$ cat config.mk
export PLATFORM = sky130hd
export DESIGN_NAME = cht_ram
export DESIGN_NICKNAME = d
export VERILOG_FILES = /design/src/rtl/chained_hash_table_top_assert.svh /design/src/rtl/cht_ram.sv
export SDC_FILE = /design/constraint.sdc
export NUM_CORES = 1
export LEC_CHECK = 0
export BUFFER_PORTS_ARGS = -buffer_cell sky130_fd_sc_hd__buf_2
export CELL_PAD_IN_SITES_DETAIL_PLACEMENT = 1
export CELL_PAD_IN_SITES_GLOBAL_PLACEMENT = 1
export CORE_MARGIN = 1.5
export CORE_UTILIZATION = 30
export DETAILED_ROUTE_END_ITERATION = 16
export GPL_TIMING_DRIVEN = 1
export HOLD_SLACK_MARGIN = 0.12
export PLACE_DENSITY_LB_ADDON = 0.3
export SYNTH_ARGS = -nofsm -noshare
export SYNTH_HDL_FRONTEND = slang
export SYNTH_SLANG_ARGS = --single-unit
$ cat constraint.sdc
create_clock -name clk_i -period 3.7 [get_ports clk_i]
set_clock_uncertainty 0.1 [all_clocks]
set_input_delay 0.37 -clock clk_i [delete_from_list [all_inputs] [get_ports clk_i]]
set_output_delay 0.37 -clock clk_i [all_outputs]
set_load 0.02 [all_outputs]
$ cat src/rtl/chained_hash_table_top_assert.svh
// Assertion macros for the chained hash table.
`ifndef CHAINED_HASH_TABLE_TOP_ASSERT_SVH
`define CHAINED_HASH_TABLE_TOP_ASSERT_SVH
`ifndef SYNTHESIS
`define CHT_ASSERT(label, clk, rst_n, prop, msg) \
  label: assert property (@(posedge clk) disable iff (!rst_n) prop) else $error(msg);
`define CHT_ASSERT_NORST(label, clk, prop, msg) \
  label: assert property (@(posedge clk) prop) else $error(msg);
`else
`define CHT_ASSERT(label, clk, rst_n, prop, msg)
`define CHT_ASSERT_NORST(label, clk, prop, msg)
`endif
`endif

$ cat src/rtl/cht_ram.sv
// Generic single-port RAM with a registered read.
module cht_ram #(
  parameter int WIDTH = 8,
  parameter int DEPTH = 16
) (
  input  logic                     clk_i,
  input  logic                     we_i,
  input  logic [$clog2(DEPTH)-1:0] addr_i,
  input  logic [WIDTH-1:0]         wdata_i,
  output logic [WIDTH-1:0]         rdata_o
);
  logic [WIDTH-1:0] mem_q [DEPTH];
  always_ff @(posedge clk_i) begin
    if (we_i) begin
      mem_q[addr_i] <= wdata_i;
    end
    rdata_o <= mem_q[addr_i];
  end
endmodule

==> flow_summary.yaml <==
status:
  status: "finished clean"
routing:
  vias: 2361
  viasPerCell: 4.65
  drt_iter0_drc: 146
  wl_per_cell_um: 20.9
  final_antenna_net_count: 0
  dr.pass1.iters: 4
  drt_wl_total_mm: 10.6
  drc: 0
global_routing:
  grt_max_degree: 28
  overflow: 0
  grt_pass1_wl_mm: 16.5
  grt_pass1_vias: 2665
  antenna_found_initial: 0
  grt_util_all_layers: 0.134
setup_path:
  critPathLaunchType: "input port"
  path_class: "input port to register"
  critical_path_arrival_ns: 2.30
  path_max_fanout: 27
  cp_data_required_time_ns: 3.89
  endpoint_kind: "register"
timing:
  clock.fmax_ghz: 0.474
  setup_viol: 0
  tns_ns: 0
  worst_pin_slew_ns: 0.953
  rsz0062_at_grt: "false"
  period_needed_ns: 2.11
  finalCritPeriodShare: 0.571
  drv_slew: 0
  maxSlewHeadroom: 0.364
  setup_slack_ns: 1.59
  hold_viol: 0
job:
  drv_cap: 0
logic_synthesis:
  synth_area_mm2: 0.00507
  yosys.cell_types.count: 18
  syn_inst: 230
  syn_nets: 244
  ys_ff_latch: 136
  syn_avg_cell_area_um2: 22.0
  yosysSeqAreaShare: 0.790
  ys_warn_count: 0
clock_network:
  clock_sinks: 136
  clockRootBuffer: "clkbuf_16"
  cts-buffers-inserted: 17
  insertion_delay_ns: 0.41
  cts_tree: "built"
  ctsHoldBuffers: 0
  cts.path.max_buffers: 2
  postCtsSetupRepairBufs: 0
  ctsHtreeMaxLevel: 4
  clk_pin_slew_ns: 0.06
  post_cts_resized: 0
place:
  portBuffers: 21
  hpwl_mm: 6.71
  place_congestion: 0.705
  dp_slack_ns: 1.08
pwr:
  pwr_density_cell_mw_per_mm2: 607
  power_leakage_nw: 2.02
  vdd.ir_drop.worst_mv: 0.382
floorplan:
  die_h_um: 133
  dieWidth_um: 133
  dieArea_mm2: 0.0177
  coreArea_mm2: 0.0165
  start_util: 0.307
  rows: 47
  num_io_pins: 22
finish:
  layout-drive-gt1-share: 0.354
  final_common_cell: "edfxtp_1"
  final_cell_mix: "edfxtp_1 (128), mux4_2 (32), buf_2 (21), clkbuf_16 (17)"
  antenna_cells: 0
  syn_to_final_growth_pct: 21.6
  nNetsFinal: 289
  fin_util: 0.373
min_path:
  worstHoldPathType: "input port to register"
[through the flow]
| step | hold WS [ns] | cell area, µm² | power (mW) | std cells |
|---|---|---|---|---|
| after floorplan | 0.369 | 5070 | 1.86 | 230 |
| after global placement | 0.559 | 5510 | 1.93 | 476 |
| after detailed placement | 0.557 | 5510 | 1.94 | 476 |
| after CTS | 0.222 | 6160 | 3.79 | 508 |
| after global routing | 0.250 | 6160 | 3.85 | 508 |
| final | 0.243 | 6160 | 3.74 | 508 |
[metal layers]
layer,part of all wire,track usage,vias to the layer above
li1,-,-,1051
met1,0.45,0.174,1250
met2,0.50,0.213,45
met3,0.036,0.0333,15
met4,0.019,0.0604,0
met5,0,0,-
[path summary, 6_finish.rpt]
| kind | startpoint | endpoint | slack (ns) | cells after the start |
|---|---|---|---|---|
| setup reg to reg | mem_q[3][3]$_DFFE_PP_ | rdata_o[3]$_DFF_P_ | 2.16 | 3 |
| setup / recovery | addr_i[0] | rdata_o[0]$_DFF_P_ | 1.59 | 5 |
| hold / removal | wdata_i[2] | mem_q[1][2]$_DFFE_PP_ | 0.24 | 1 |
| hold reg to reg | mem_q[12][2]$_DFFE_PP_ | rdata_o[2]$_DFF_P_ | 0.57 | 3 |
[area by class of cell]
cell class / count / area [µm²]
fillers: 1606 / 10400
flip-flops and latches: 136 / 4000
multi-input cells: 83 / 1000
clock buffers: 19 / 453
well taps: 220 / 275
repair buffers: 37 / 225
clock inverters: 13 / 200
[critical path, stage by stage]
cell and delay [ns]:
buf_2 0.71, buf_4 0.39, mux4_2 0.53, a22oi_1 0.22, nand2_1 0.07
[cell usage after synthesis (all sizes together)]
cell    number  share of area
edfxtp     128           0.76
mux4        32           0.14
a22oi       16          0.024
nor2        13         0.0096
nand2        9         0.0067
buf          8         0.0094
dfxtp        8          0.032
nor3         4         0.0040
clkbuf       3         0.0025
nand2b       2         0.0025
nand3b       2         0.0030
nor2b        2         0.0025
and2         1         0.0012
nand3        1        0.00099
or3b         1         0.0017
[sequential cells by signal, summed over array words and instances, names as in the netlist]
name     flops
mem_q      128
rdata_o      8
[logic make-up (layout without fill, tap and decap cells)]
group / Yosys count / in the layout / share of synthesized area
and+or+nand+nor: 35 / 35 / 0.0321
AOI/OAI and AO/OA: 16 / 16 / 0.0237
muxes: 32 / 32 / 0.142
DFF: 136 / 136 / 0.790
buffers and inverters: 11 / 69 / 0.0119
[power by group]
part,switching [mW],internal [mW]
registers,0.00914,1.72
clock network,0.615,1.23
logic,0.104,0.0652
total,0.728,3.01
No activity file was read; power rests on OpenSTA's default activity.
